File: config.mk
export PLATFORM = sky130hd
export DESIGN_NAME = svpwm_fifo
export DESIGN_NICKNAME = d
export VERILOG_FILES = /design/src/sv/svpwm_pkg.sv /design/src/sv/svpwm_fifo.sv
export SDC_FILE = /design/constraint.sdc
export NUM_CORES = 1
export LEC_CHECK = 0
export ABC_AREA = 1
export BUFFER_PORTS_ARGS = -buffer_cell sky130_fd_sc_hd__buf_2
export CORE_AREA = 5 5 164 166
export DETAILED_ROUTE_END_ITERATION = 12
export DIE_AREA = 0 0 169 171
export PLACE_DENSITY = 0.79
export SYNTH_ARGS = -nofsm -noshare
export SYNTH_HDL_FRONTEND = slang
export SYNTH_SLANG_ARGS = --single-unit
export TNS_END_PERCENT = 1
File: constraint.sdc
create_clock -name clk -period 4.6 [get_ports clk]
set_clock_uncertainty 0.2 [all_clocks]
set_input_delay 0.23 -clock clk [delete_from_list [all_inputs] [get_ports clk]]
set_output_delay 0.23 -clock clk [all_outputs]
set_load 0.005 [all_outputs]
File: src/sv/svpwm_pkg.sv
// Shared types, constants and the sine table for the SVPWM switch time generator.
`default_nettype none

package svpwm_pkg;

    // PWM period in counts and derived offsets
    localparam int PWM_PERIOD = 2048;
    localparam int HALF_PERIOD = PWM_PERIOD / 2;
    localparam int SQRT3_X16 = 28;
    // 28 * T / 16 folded into one constant multiplier
    localparam int UA_GAIN = SQRT3_X16 * PWM_PERIOD / 16;

    // Table geometry: 512 segments, quarter wave stored
    localparam int TAB_SEG = 512;
    localparam int QTR = TAB_SEG / 4;

    localparam logic [63:0] PI_Q60 = 64'h3243F6A8885A308D;

    // Sector pair codes
    localparam logic [1:0] PAIR_14 = 2'd0;
    localparam logic [1:0] PAIR_25 = 2'd1;
    localparam logic [1:0] PAIR_36 = 2'd2;

    typedef logic [31:0] quarter_t [0:QTR];

    // Item passed from the lookup front to the transform back
    typedef struct packed {
        logic signed [31:0] sin_val;
        logic signed [31:0] cos_val;
        logic signed [11:0] volt_d;
        logic signed [11:0] volt_q;
    } item_t;

    // floor(a*b / 2^60)
    function automatic logic [63:0] mul_q60(input logic [63:0] a, input logic [63:0] b);
        logic [127:0] prod;
        begin
            prod = {64'd0, a} * {64'd0, b};
            return prod[123:60];
        end
    endfunction

    // Taylor series divisor (2k)(2k+1)
    function automatic logic [63:0] series_div(input int k);
        begin
            return 64'((2 * k) * (2 * k + 1));
        end
    endfunction

    // Unsigned quotient by restoring long division, only run while the table is built
    function automatic logic [63:0] udiv64(input logic [63:0] num, input logic [63:0] den);
        logic [63:0] quo;
        logic [64:0] rem;
        begin
            quo = '0;
            rem = '0;
            for (int b = 63; b >= 0; b--)
            begin
                rem = {rem[63:0], num[b]};
                if (rem >= {1'b0, den})
                begin
                    rem = rem - {1'b0, den};
                    quo[b] = 1'b1;
                end
            end
            return quo;
        end
    endfunction

    // Build the quarter wave at elaboration
    function automatic quarter_t build_quarter();
        quarter_t q;
        logic [63:0] x;
        logic [63:0] x2;
        logic [63:0] term;
        logic [63:0] sum;
        logic [63:0] r;
        begin
            for (int i = 0; i <= QTR; i++)
            begin
                x = (PI_Q60 >> 8) * 64'(i);
                x2 = mul_q60(x, x);
                term = x;
                sum = x;
                for (int k = 1; k <= 14; k++)
                begin
                    term = udiv64(mul_q60(term, x2), series_div(k));
                    if ((k & 1) != 0)
                        sum = sum - term;
                    else
                        sum = sum + term;
                end
                r = (sum + 64'h1000_0000) >> 29;
                if (r > 64'h7FFF_FFFF)
                    r = 64'h7FFF_FFFF;
                q[i] = r[31:0];
            end
            q[0] = 32'd0;
            return q;
        end
    endfunction

    localparam quarter_t SINE_Q = build_quarter();

    // Full table entry j = 0..512 from the quarter wave
    function automatic logic signed [31:0] sine_at(input logic [9:0] j);
        logic [9:0] k;
        logic neg;
        begin
            if (j <= 10'(QTR))
            begin
                k = j;
                neg = 1'b0;
            end
            else if (j <= 10'(2 * QTR))
            begin
                k = 10'(2 * QTR) - j;
                neg = 1'b0;
            end
            else if (j <= 10'(3 * QTR))
            begin
                k = j - 10'(2 * QTR);
                neg = 1'b1;
            end
            else
            begin
                k = 10'(TAB_SEG) - j;
                neg = 1'b1;
            end
            if (neg)
                return -$signed(SINE_Q[k[7:0]]);
            else
                return $signed(SINE_Q[k[7:0]]);
        end
    endfunction

endpackage

`default_nettype wire

File: src/sv/svpwm_fifo.sv
// Short queue between the lookup front and the transform back.
`default_nettype none

module svpwm_fifo
    import svpwm_pkg::*;
#(
    parameter int DEPTH = 4
)
(
    input  wire logic clk,
    input  wire logic rst_n,
    input  wire logic push,
    input  item_t     push_item,
    output logic      full,
    input  wire logic pop,
    output logic      not_empty,
    output item_t     head,
    output logic [$clog2(DEPTH + 1) - 1:0] count
);

    localparam int PW = (DEPTH > 1) ? $clog2(DEPTH) : 1;
    localparam int CW = $clog2(DEPTH + 1);

    item_t          mem_reg [DEPTH];
    logic [PW-1:0]  wr_reg, rd_reg;
    logic [CW-1:0]  cnt_reg;

    assign full = (cnt_reg == CW'(DEPTH));
    assign not_empty = (cnt_reg != '0);
    assign head = mem_reg[rd_reg];
    assign count = cnt_reg;

    // Store incoming beats
    always_ff @(posedge clk)
    begin
        if (push)
            mem_reg[wr_reg] <= push_item;
    end

    // Advance pointers and count
    always_ff @(posedge clk or negedge rst_n)
    begin
        if (!rst_n)
        begin
            wr_reg  <= '0;
            rd_reg  <= '0;
            cnt_reg <= '0;
        end
        else
        begin
            if (push)
                wr_reg <= (wr_reg == PW'(DEPTH - 1)) ? '0 : wr_reg + 1'b1;
            if (pop)
                rd_reg <= (rd_reg == PW'(DEPTH - 1)) ? '0 : rd_reg + 1'b1;
            if (push && !pop)
                cnt_reg <= cnt_reg + 1'b1;
            else if (pop && !push)
                cnt_reg <= cnt_reg - 1'b1;
        end
    end

endmodule

`default_nettype wire

==> flow_metrics.tcl <==
set metrics [dict create \
    tightest_slew_ps 1090 \
    dieArea_mm2 0.0289 \
    period_share_pct 70.3 \
    synthMuxAreaShare_pct 0 \
    yosysTopAreaCell "edfxtp_1" \
    drive_gt1_share_pct 25.3 \
    slew_headroom_pct 27.6 \
    grt_max_degree 170 \
    antenna_found_initial 1 \
    hold_buffers 92 \
    hold_path_class "in -> reg" \
    syn-cell-area_mm2 0.0149 \
    critical_path.top_delay_family "buffers and inverters" \
    gp_congestion 0.740 \
    grt-ovfl-total 0 \
    grt_pass1_vias 9045 \
    synth-simple-area-share_pct 7.23 \
    path_buf_inv 2 \
    synth-compound-area-share_pct 12.4 \
    core_area_mm2 0.0255 \
    cts_tree "built" \
    hold_end "mem_reg[0][1]" \
    cts.sinks 359 \
    reg2reg_depth 4 \
    critPathKind "reg -> out" \
    dieWidth_um 169 \
    grtUsageTotal_pct 20.6 \
    hold-worst-slack_ps 289 \
    synth_top_area_share_pct 70.9 \
    synth_area_leaders "edfxtp_1, o211ai_2, nand2_1, inv_1, o211ai_1" \
    p_per_area_mw_per_mm2 571 \
    reg2reg_to "rd_reg[1]" \
    drc_errors 0 \
    yosysSeqAreaShare_pct 72.1 \
    start_kind "flip-flop" \
    dieHeight_um 171 \
    end_kind "output pin" \
    setup_tns_ps 0 \
    synth_top_family_by_area "compound AO/OA/AOI/OAI gates" \
    cts_buffers 36 \
    rsz0062_at_grt "false" \
    fin_crit_ps 3230 \
    area_growth_pct 20.3 \
    worstSkewPairLatency_ps 500 \
    cts_setup_buffers 0 \
    antenna_cells 0 \
    fill_cells 1672 \
    status "finished, final reports clean" \
    cp_max_fo 59 \
    ant_nets 0 \
    vias_per_cell 5.20 \
    worstHoldPathCells 2 \
    synth_seq_cells 359 \
    synth_xor_area_share_pct 0.0587 \
    routed_wl_um 30000 \
    finalMaxSlewViolations 0 \
    vias 8879 \
    cp_data_required_time_ps 4170 \
    maxCapViolCount 0 \
    dp_hpwl_um 17100 \
    netlist_instances 1080 \
    crit_arrival_ps 2800 \
    cts.htree.levels 2 \
    ios 185 \
    cts_resized 0 \
    synth-adder-area-share_pct 0.638 \
    finalHoldViolations 0 \
    setup_violations 0 \
    critPathSlowestCell "buf_4" \
    timing.rr.start "rd_reg[1]" \
    fin_nets 1451 \
    start_util_pct 58.6 \
    peakVddDrop_mv 0.522 \
    syn_nets 1179 \
    min_from "push_item[1]" \
    grt_pass1_wl_um 47200 \
    dr.pass1.iters 5 \
    wl_per_cell_um 17.6 \
    yosysWarnings 0 \
    syn_avg_cell_area_um2 13.8 \
    cts_root_buf "clkbuf_16" \
    largest_reg_flops 352 \
    cts_buffer_depth 3 \
    crit_chain "buf_4 > o211ai_1 > nand2_1 > buf_2" \
    port-buffer-count 184 \
    fmax_mhz 309 \
    yosys.cell_types.count 22 \
    crit_path_max_incr_delay_ps 880 \
    row_count 59 \
    drt_iter0_markers 567 \
    clk_pin_slew_ps 60 \
    rrSetupSlack_ps 1970 \
    p_leak_nw 7.37 \
]
## layer usage
| layer | track usage (%) | part of all wire [%] | up-vias |
|---|---|---|---|
| li1 | - | - | 4312 |
| met1 | 26.0 | 40 | 4256 |
| met2 | 36.6 | 51 | 263 |
| met3 | 4.32 | 6.8 | 46 |
| met4 | 5.81 | 1.8 | 2 |
| met5 | 0 | 0.023 | - |
## worst max-delay path by stage
stage	start	endpoint	slack, ps	depth (start not counted)
floorplan	wr_reg[0]	mem_reg[2][0]	1600	4
global placement	rd_reg[1]	head[82]	1970	4
detailed placement	rd_reg[1]	head[41]	1940	4
CTS	rd_reg[1]	head[87]	1390	4
global route	rd_reg[1]	head[79]	1230	4
finish	rd_reg[1]	head[79]	1370	4
## logic make-up (layout without fill, tap and decap cells)
family,after synthesis,in the layout
AND/OR/NAND/NOR,286,286
XOR/XNOR,1,1
adder cells (fa/ha/maj),7,7
flip-flops,359,359
buffers and inverters,247,538
AO/OA/AOI/OAI,180,180
## layout by cell type (no fill, tap or decap), types with 2 or more instances in the layout
cell type / n
buf_12: 2
buf_2: 184
buf_4: 14
clkbuf_1: 8
clkbuf_16: 37
clkinv_1: 9
clkinv_2: 2
dfrtp_1: 6
dlygate4sd3_1: 92
edfxtp_1: 352
ha_1: 6
inv_1: 183
inv_4: 5
nand2_1: 280
nor2_1: 3
o211ai_1: 76
o211ai_2: 100
o21ai_0: 2
o21ai_1: 2
## final cells by class
| cell class | count | area, µm² | share of cell area, % |
|---|---|---|---|
| flip-flops and latches | 359 | 10700 | 59.9 |
| multi-input cells | 474 | 3020 | 16.9 |
| repair buffers | 292 | 1990 | 11.1 |
| clock buffers | 45 | 956 | 5.33 |
| inverters | 189 | 729 | 4.07 |
| well taps | 335 | 419 | 2.34 |
| clock inverters | 12 | 73.8 | 0.412 |
## worst register-to-register path, cell delays in order, from the launching register on
cell     delay, ps
dfrtp_4        800
buf_4          910
ha_1           440
nand2_1         60
o21ai_1         90
## where the power goes
group | switching (mW) | internal [mW]
registers | 0.221 | 4.19
logic | 2.03 | 1.17
clock network | 1.11 | 1.51
total | 3.36 | 6.87
## through the flow
stage               total power, mW  std cells  instance area, µm²  setup WS [ps]  utilization (%)
floorplan                      6.60       1080               14900           1600                -
global placement               7.54       1557               16000           1970             62.8
detailed placement             7.64       1557               16000           1940             62.8
CTS                            10.3       1706               17900           1390             70.4
global route                   10.9       1706               17900           1230             70.4
finish                         10.2       1706               17900           1370             70.4
## cell usage after synthesis, drive strengths merged
library cell / count
nand2: 280
fa: 1
clkbuf: 10
inv: 189
dfrtp: 7
nand4: 1
o21ai: 4
nand3: 1
edfxtp: 352
buf: 48
nor2: 3
ha: 6
o211ai: 176
nor3: 1
xnor2: 1
(Power assumes the default switching activity.)
