[config.mk]
export PLATFORM = sky130hd
export DESIGN_NAME = svpwm_back
export DESIGN_NICKNAME = d
export VERILOG_FILES = /design/src/sv/svpwm_pkg.sv /design/src/sv/svpwm_back.sv
export SDC_FILE = /design/constraint.sdc
export NUM_CORES = 2
export LEC_CHECK = 0
export ABC_CLOCK_PERIOD_IN_PS = 9800
export BUFFER_PORTS_ARGS = -buffer_cell sky130_fd_sc_hd__buf_2
export CAP_MARGIN = 15
export CORE_UTILIZATION = 55
export DETAILED_ROUTE_END_ITERATION = 7
export GPL_ROUTABILITY_DRIVEN = 0
export PLACE_DENSITY = 0.74
export SETUP_SLACK_MARGIN = 0.15
export SLEW_MARGIN = 25
export SYNTH_ARGS = -nofsm -noshare
export SYNTH_HDL_FRONTEND = slang
export SYNTH_SLANG_ARGS = --single-unit
[constraint.sdc]
create_clock -name clk -period 9.8 [get_ports clk]
set_clock_uncertainty 0.1 [all_clocks]
set_input_delay 2.94 -clock clk [delete_from_list [all_inputs] [get_ports clk]]
set_output_delay 2.94 -clock clk [all_outputs]
set_load 0.02 [all_outputs]
[src/sv/svpwm_pkg.sv]
// Shared types, constants and the sine table for the SVPWM switch time generator.
`default_nettype none

package svpwm_pkg;

    // PWM period in counts and derived offsets
    localparam int PWM_PERIOD = 2048;
    localparam int HALF_PERIOD = PWM_PERIOD / 2;
    localparam int SQRT3_X16 = 28;
    // 28 * T / 16 folded into one constant multiplier
    localparam int UA_GAIN = SQRT3_X16 * PWM_PERIOD / 16;

    // Table geometry: 512 segments, quarter wave stored
    localparam int TAB_SEG = 512;
    localparam int QTR = TAB_SEG / 4;

    localparam logic [63:0] PI_Q60 = 64'h3243F6A8885A308D;

    // Sector pair codes
    localparam logic [1:0] PAIR_14 = 2'd0;
    localparam logic [1:0] PAIR_25 = 2'd1;
    localparam logic [1:0] PAIR_36 = 2'd2;

    typedef logic [31:0] quarter_t [0:QTR];

    // Item passed from the lookup front to the transform back
    typedef struct packed {
        logic signed [31:0] sin_val;
        logic signed [31:0] cos_val;
        logic signed [11:0] volt_d;
        logic signed [11:0] volt_q;
    } item_t;

    // floor(a*b / 2^60)
    function automatic logic [63:0] mul_q60(input logic [63:0] a, input logic [63:0] b);
        logic [127:0] prod;
        begin
            prod = {64'd0, a} * {64'd0, b};
            return prod[123:60];
        end
    endfunction

    // Taylor series divisor (2k)(2k+1)
    function automatic logic [63:0] series_div(input int k);
        begin
            return 64'((2 * k) * (2 * k + 1));
        end
    endfunction

    // Unsigned quotient by restoring long division, only run while the table is built
    function automatic logic [63:0] udiv64(input logic [63:0] num, input logic [63:0] den);
        logic [63:0] quo;
        logic [64:0] rem;
        begin
            quo = '0;
            rem = '0;
            for (int b = 63; b >= 0; b--)
            begin
                rem = {rem[63:0], num[b]};
                if (rem >= {1'b0, den})
                begin
                    rem = rem - {1'b0, den};
                    quo[b] = 1'b1;
                end
            end
            return quo;
        end
    endfunction

    // Build the quarter wave at elaboration
    function automatic quarter_t build_quarter();
        quarter_t q;
        logic [63:0] x;
        logic [63:0] x2;
        logic [63:0] term;
        logic [63:0] sum;
        logic [63:0] r;
        begin
            for (int i = 0; i <= QTR; i++)
            begin
                x = (PI_Q60 >> 8) * 64'(i);
                x2 = mul_q60(x, x);
                term = x;
                sum = x;
                for (int k = 1; k <= 14; k++)
                begin
                    term = udiv64(mul_q60(term, x2), series_div(k));
                    if ((k & 1) != 0)
                        sum = sum - term;
                    else
                        sum = sum + term;
                end
                r = (sum + 64'h1000_0000) >> 29;
                if (r > 64'h7FFF_FFFF)
                    r = 64'h7FFF_FFFF;
                q[i] = r[31:0];
            end
            q[0] = 32'd0;
            return q;
        end
    endfunction

    localparam quarter_t SINE_Q = build_quarter();

    // Full table entry j = 0..512 from the quarter wave
    function automatic logic signed [31:0] sine_at(input logic [9:0] j);
        logic [9:0] k;
        logic neg;
        begin
            if (j <= 10'(QTR))
            begin
                k = j;
                neg = 1'b0;
            end
            else if (j <= 10'(2 * QTR))
            begin
                k = 10'(2 * QTR) - j;
                neg = 1'b0;
            end
            else if (j <= 10'(3 * QTR))
            begin
                k = j - 10'(2 * QTR);
                neg = 1'b1;
            end
            else
            begin
                k = 10'(TAB_SEG) - j;
                neg = 1'b1;
            end
            if (neg)
                return -$signed(SINE_Q[k[7:0]]);
            else
                return $signed(SINE_Q[k[7:0]]);
        end
    endfunction

endpackage

`default_nettype wire

[src/sv/svpwm_back.sv]
// Back: inverse Park, X/Y/Z terms, sector decode and compare times.
`default_nettype none

module svpwm_back
    import svpwm_pkg::*;
(
    input  wire logic         clk,
    input  wire logic         rst_n,
    input  wire logic         avail,
    input  item_t             head,
    output logic              pop,
    output logic              out_valid,
    input  wire logic         out_ready,
    output logic signed [12:0] time_phase_a,
    output logic signed [12:0] time_phase_b,
    output logic signed [12:0] time_phase_c,
    output logic [1:0]        sector_pair
);

    logic v1_reg, v2_reg, v3_reg;
    logic en1, en2, en3;
    logic signed [12:0] p1_reg, p2_reg, p3_reg, p4_reg;
    logic signed [27:0] x_reg, y_reg, z_reg;
    logic signed [12:0] ta_reg, tb_reg, tc_reg;
    logic [1:0]         pair_reg;

    logic signed [12:0] neg_d, neg_q, d13, q13;
    logic signed [44:0] m1, m2, m3, m4;
    logic signed [13:0] alpha, beta;
    logic signed [27:0] ua, xv, sum_uy, dif_uz;
    logic signed [27:0] t0, t1, t2, base;
    logic [1:0]         pair;
    logic               y_neg, z_neg, x_pos;

    // Stall chain from the output register back to the queue
    assign en3 = !v3_reg || out_ready;
    assign en2 = !v2_reg || en3;
    assign en1 = !v1_reg || en2;
    assign pop = avail && en1;

    always_ff @(posedge clk or negedge rst_n)
    begin
        if (!rst_n)
        begin
            v1_reg <= 1'b0;
            v2_reg <= 1'b0;
            v3_reg <= 1'b0;
        end
        else
        begin
            if (en1)
                v1_reg <= avail;
            if (en2)
                v2_reg <= v1_reg;
            if (en3)
                v3_reg <= v2_reg;
        end
    end

    // Q31 products; the negated sine is folded into the other operand
    always_comb
    begin
        d13 = 13'(head.volt_d);
        q13 = 13'(head.volt_q);
        neg_d = -d13;
        neg_q = -q13;
        m1 = 45'(neg_d) * 45'(head.cos_val);
        m2 = 45'(neg_q) * 45'(head.sin_val);
        m3 = 45'(q13) * 45'(head.cos_val);
        m4 = 45'(d13) * 45'(head.sin_val);
    end

    always_ff @(posedge clk)
    begin
        if (pop)
        begin
            p1_reg <= m1[43:31];
            p2_reg <= m2[43:31];
            p3_reg <= m3[43:31];
            p4_reg <= m4[43:31];
        end
    end

    // Alpha and beta stay far inside Q31, so saturation never acts
    always_comb
    begin
        alpha = 14'(p1_reg) - 14'(p2_reg);
        beta = 14'(p3_reg) + 14'(p4_reg);
        ua = 28'(alpha) * 28'(UA_GAIN);
        xv = -(28'(beta) <<< 11);
        sum_uy = (ua + xv) >>> 1;
        dif_uz = (xv - ua) >>> 1;
    end

    always_ff @(posedge clk)
    begin
        if (en2 && v1_reg)
        begin
            x_reg <= xv;
            y_reg <= sum_uy;
            z_reg <= dif_uz;
        end
    end

    // Decode the sector pair and form the three compare times
    always_comb
    begin
        y_neg = y_reg[27];
        z_neg = z_reg[27];
        x_pos = !x_reg[27] && (x_reg != '0);
        if (y_neg == z_neg)
        begin
            pair = PAIR_25;
            base = 28'(PWM_PERIOD) + y_reg - z_reg;
            t0 = (base >>> 12) + 28'(HALF_PERIOD);
            t1 = t0 + (z_reg >>> 11);
            t2 = t0 - (y_reg >>> 11);
        end
        else if ((!y_neg && x_pos) || (y_neg && !x_pos))
        begin
            pair = PAIR_14;
            base = 28'(PWM_PERIOD) + x_reg - z_reg;
            t0 = (base >>> 12) + 28'(HALF_PERIOD);
            t1 = t0 + (z_reg >>> 11);
            t2 = t1 - (x_reg >>> 11);
        end
        else
        begin
            pair = PAIR_36;
            base = 28'(PWM_PERIOD) + y_reg - x_reg;
            t0 = (base >>> 12) + 28'(HALF_PERIOD);
            t2 = t0 - (y_reg >>> 11);
            t1 = t2 + (x_reg >>> 11);
        end
    end

    // Output register
    always_ff @(posedge clk)
    begin
        if (en3 && v2_reg)
        begin
            ta_reg   <= t0[12:0];
            tb_reg   <= t1[12:0];
            tc_reg   <= t2[12:0];
            pair_reg <= pair;
        end
    end

    assign out_valid = v3_reg;
    assign time_phase_a = ta_reg;
    assign time_phase_b = tb_reg;
    assign time_phase_c = tc_reg;
    assign sector_pair = pair_reg;

endmodule

`default_nettype wire

==> results.yml <==
synth:
  netlist_area_um2: 62600
  yosysWarnings: 0
  ys_seq_area_share_pct: 7.08
  synth_top_area_share_pct: 45.6
  yosys_register_bits: 148
  syn_avg_cell_area_um2: 9.22
  synth_cell_types: 76
  synth_common_cells: "1,425 x fa_1, 1,310 x inv_1, 1,152 x nand2_1, 590 x ha_1, 440 x and2_1"
  synthCells: 6790
  yosys-top-cells-area: "fa_1 46%, ha_1 12%, inv_1 7.9%, edfxtp_1 7.0%, nand2_1 6.9%"
  yosys.area.top_type: "fa_1"
  synth-async-reset-ratio_pct: 2.03
  synth_edf_count: 145
  synth_most_common_cell: "fa_1"
  syn_nets: 8897
  synth-main-ff-cell: "edfxtp_1"
worst_setup_path:
  crit_top_cell: "fa_1"
  start_kind: "input port"
  worstSetupPathType: "input port to flip-flop"
  worstPathArrival_ps: 9690
  end_kind: "flip-flop"
  cp_max_fo: 8
  cp.required_ps: 9930
  cpPeakStageDelay_ps: 560
  slowest_stage: "fa_1"
cts:
  cts_buffer_depth: 2
  clk_latency_ps: 480
  cts.sinks: 148
  hold_buffers: 0
  clkSlewWorstSetupHoldPaths_ps: 70
  htree_levels: 4
  cts_tree: "yes"
  cts_root_buf: "clkbuf_16"
  numCtsBuffers: 17
die:
  start_util_pct: 55.6
  fp.dieW_um: 339
  core_um2: 113000
  dieHeight_um: 339
  io_pins: 135
  row_count: 123
  die_area_um2: 115000
global_route:
  grt_pass1_wl_um: 268000
  globalRouteOverflowTotal: 0
  grt_pass1_vias: 51141
  grt_max_degree: 63
  gr-usage-all-layers_pct: 29.6
  antenna_found_initial: 14
placed_design:
  port_buffers: 134
  dp_slack_ps: -507
  placed_area_um2: 66300
  dp_hpwl_um: 133000
timing:
  slew_headroom_pct: 31.6
  post-route-period-util_pct: 97.5
  setup_slack_ps: 245
  hold_violations: 0
  clock.fmax_ghz: 0.105
  slew_violations: 0
  worst_pin_slew_ps: 1020
  rsz0062_at_grt: "yes"
  fin_crit_ps: 9550
  setup-violations-final: 0
route:
  routed_wl_um: 165000
  drc: 0
  ant_nets: 0
  via_per_inst: 5.60
  drt-initial-drc-count: 3287
  vias: 47063
  firstDrtPassIters: 6
  wl_per_cell_um: 19.6
run_status:
  outcome: "completed"
final_layout:
  largest_reg_flops: 18
  syn_to_final_growth_pct: 8.01
  final_cell_area_um2: 67600
  drive_gt1_share_pct: 7.87
  finalNetCount: 8991
flow_run:
  cap_violations: 0
hold_path:
  hp-class: "flip-flop to flip-flop"
==> final timing paths <==
kind | from | to | slack, ps | depth (start not counted)
min in group asynchronous | rst_n | out_valid$_DFFE_PN0P_ | 2160 | 1
worst min register to register | v2_reg$_DFFE_PN0P_ | out_valid$_DFFE_PN0P_ | 380 | 2
worst max-delay path | head[1] | p2_reg[7]$_DFFE_PP_ | 250 | 30
max in group asynchronous | rst_n | v2_reg$_DFFE_PN0P_ | 7330 | 1
worst min-delay path | v2_reg$_DFFE_PN0P_ | out_valid$_DFFE_PN0P_ | 380 | 2
worst max register to register | p2_reg[1]$_DFFE_PP_ | z_reg[26]$_DFFE_PP_ | 2560 | 25
==> placed cells by master, fill, tap and decap left out, types with 35 or more instances in the layout <==
cell / count
fa_1: 1420
inv_1: 1303
nand2_1: 1146
ha_1: 587
and2_1: 436
nor2_1: 233
buf_4: 228
xnor2_1: 199
a21oi_1: 158
edfxtp_1: 145
buf_2: 131
o21ai_0: 91
nand2b_1: 89
xor2_1: 76
a21o_1: 65
nor3_1: 57
o21a_1: 35
==> area by class of cell <==
cell class              count  area [µm²]
multi-input cells        5010       52600
clock buffers              18         429
fillers                  9419       45100
well taps                1500        1880
clock inverters            14         214
flip-flops and latches    148        4430
repair buffers            397        3090
inverters                1310        4920
diodes                     11        27.5
==> timing repair <==
| action | CTS | global route |
|---|---|---|
| setup endpoints to repair | 6 | 16 |
| setup buffers | 1 | 18 |
| gates cloned | 0 | 3 |
| pin swaps | 1 | 36 |
| gates resized for setup | 2 | 80 |
==> layer usage <==
layer / vias to the layer above / global-route usage [%] / routed length [µm]
li1: 20719 / - / -
met1: 24016 / 38.9 / 65600
met2: 1952 / 49.4 / 79400
met3: 370 / 5.15 / 14300
met4: 6 / 10.3 / 5740
met5: - / 0 / 34
==> worst max-delay path, delay by kind of cell <==
family	cells	cell delay [ps]
xor+xnor	2	240
compound gates	7	1260
simple gates	7	1200
buf+inv	7	990
fa+ha+maj	7	3040
==> logic make-up (layout without fill, tap and decap cells) <==
family | count (synthesis) | in the layout | share of synthesized area, %
AND/OR/NAND/NOR | 2157 | 2157 | 15.9
AO/OA/AOI/OAI | 538 | 538 | 5.59
flip-flops | 148 | 148 | 7.08
XOR/XNOR | 299 | 299 | 4.23
buffers and inverters | 1632 | 1739 | 9.79
other | 0 | 11 | 0
multiplexers | 1 | 1 | 0.0160
adder cells (fa/ha/maj) | 2015 | 2015 | 57.4
==> metrics by stage <==
step | utilization (%) | std cells | setup TNS [ps] | hold slack (ps)
3_3_place_gp | 58.9 | 8343 | -2860 | 356
4_1_cts | 59.5 | 8376 | 0 | 392
3_5_place_dp | 58.9 | 8343 | -5590 | 376
6_report | 60.0 | 8408 | 0 | 379
5_1_grt | 60.0 | 8407 | 0 | 436
2_1_floorplan | - | 6790 | 0 | 339
Power is left out: the tool's default activity adds up to more than one toggle a clock period on the data nets, which glitch-free logic cannot reach.
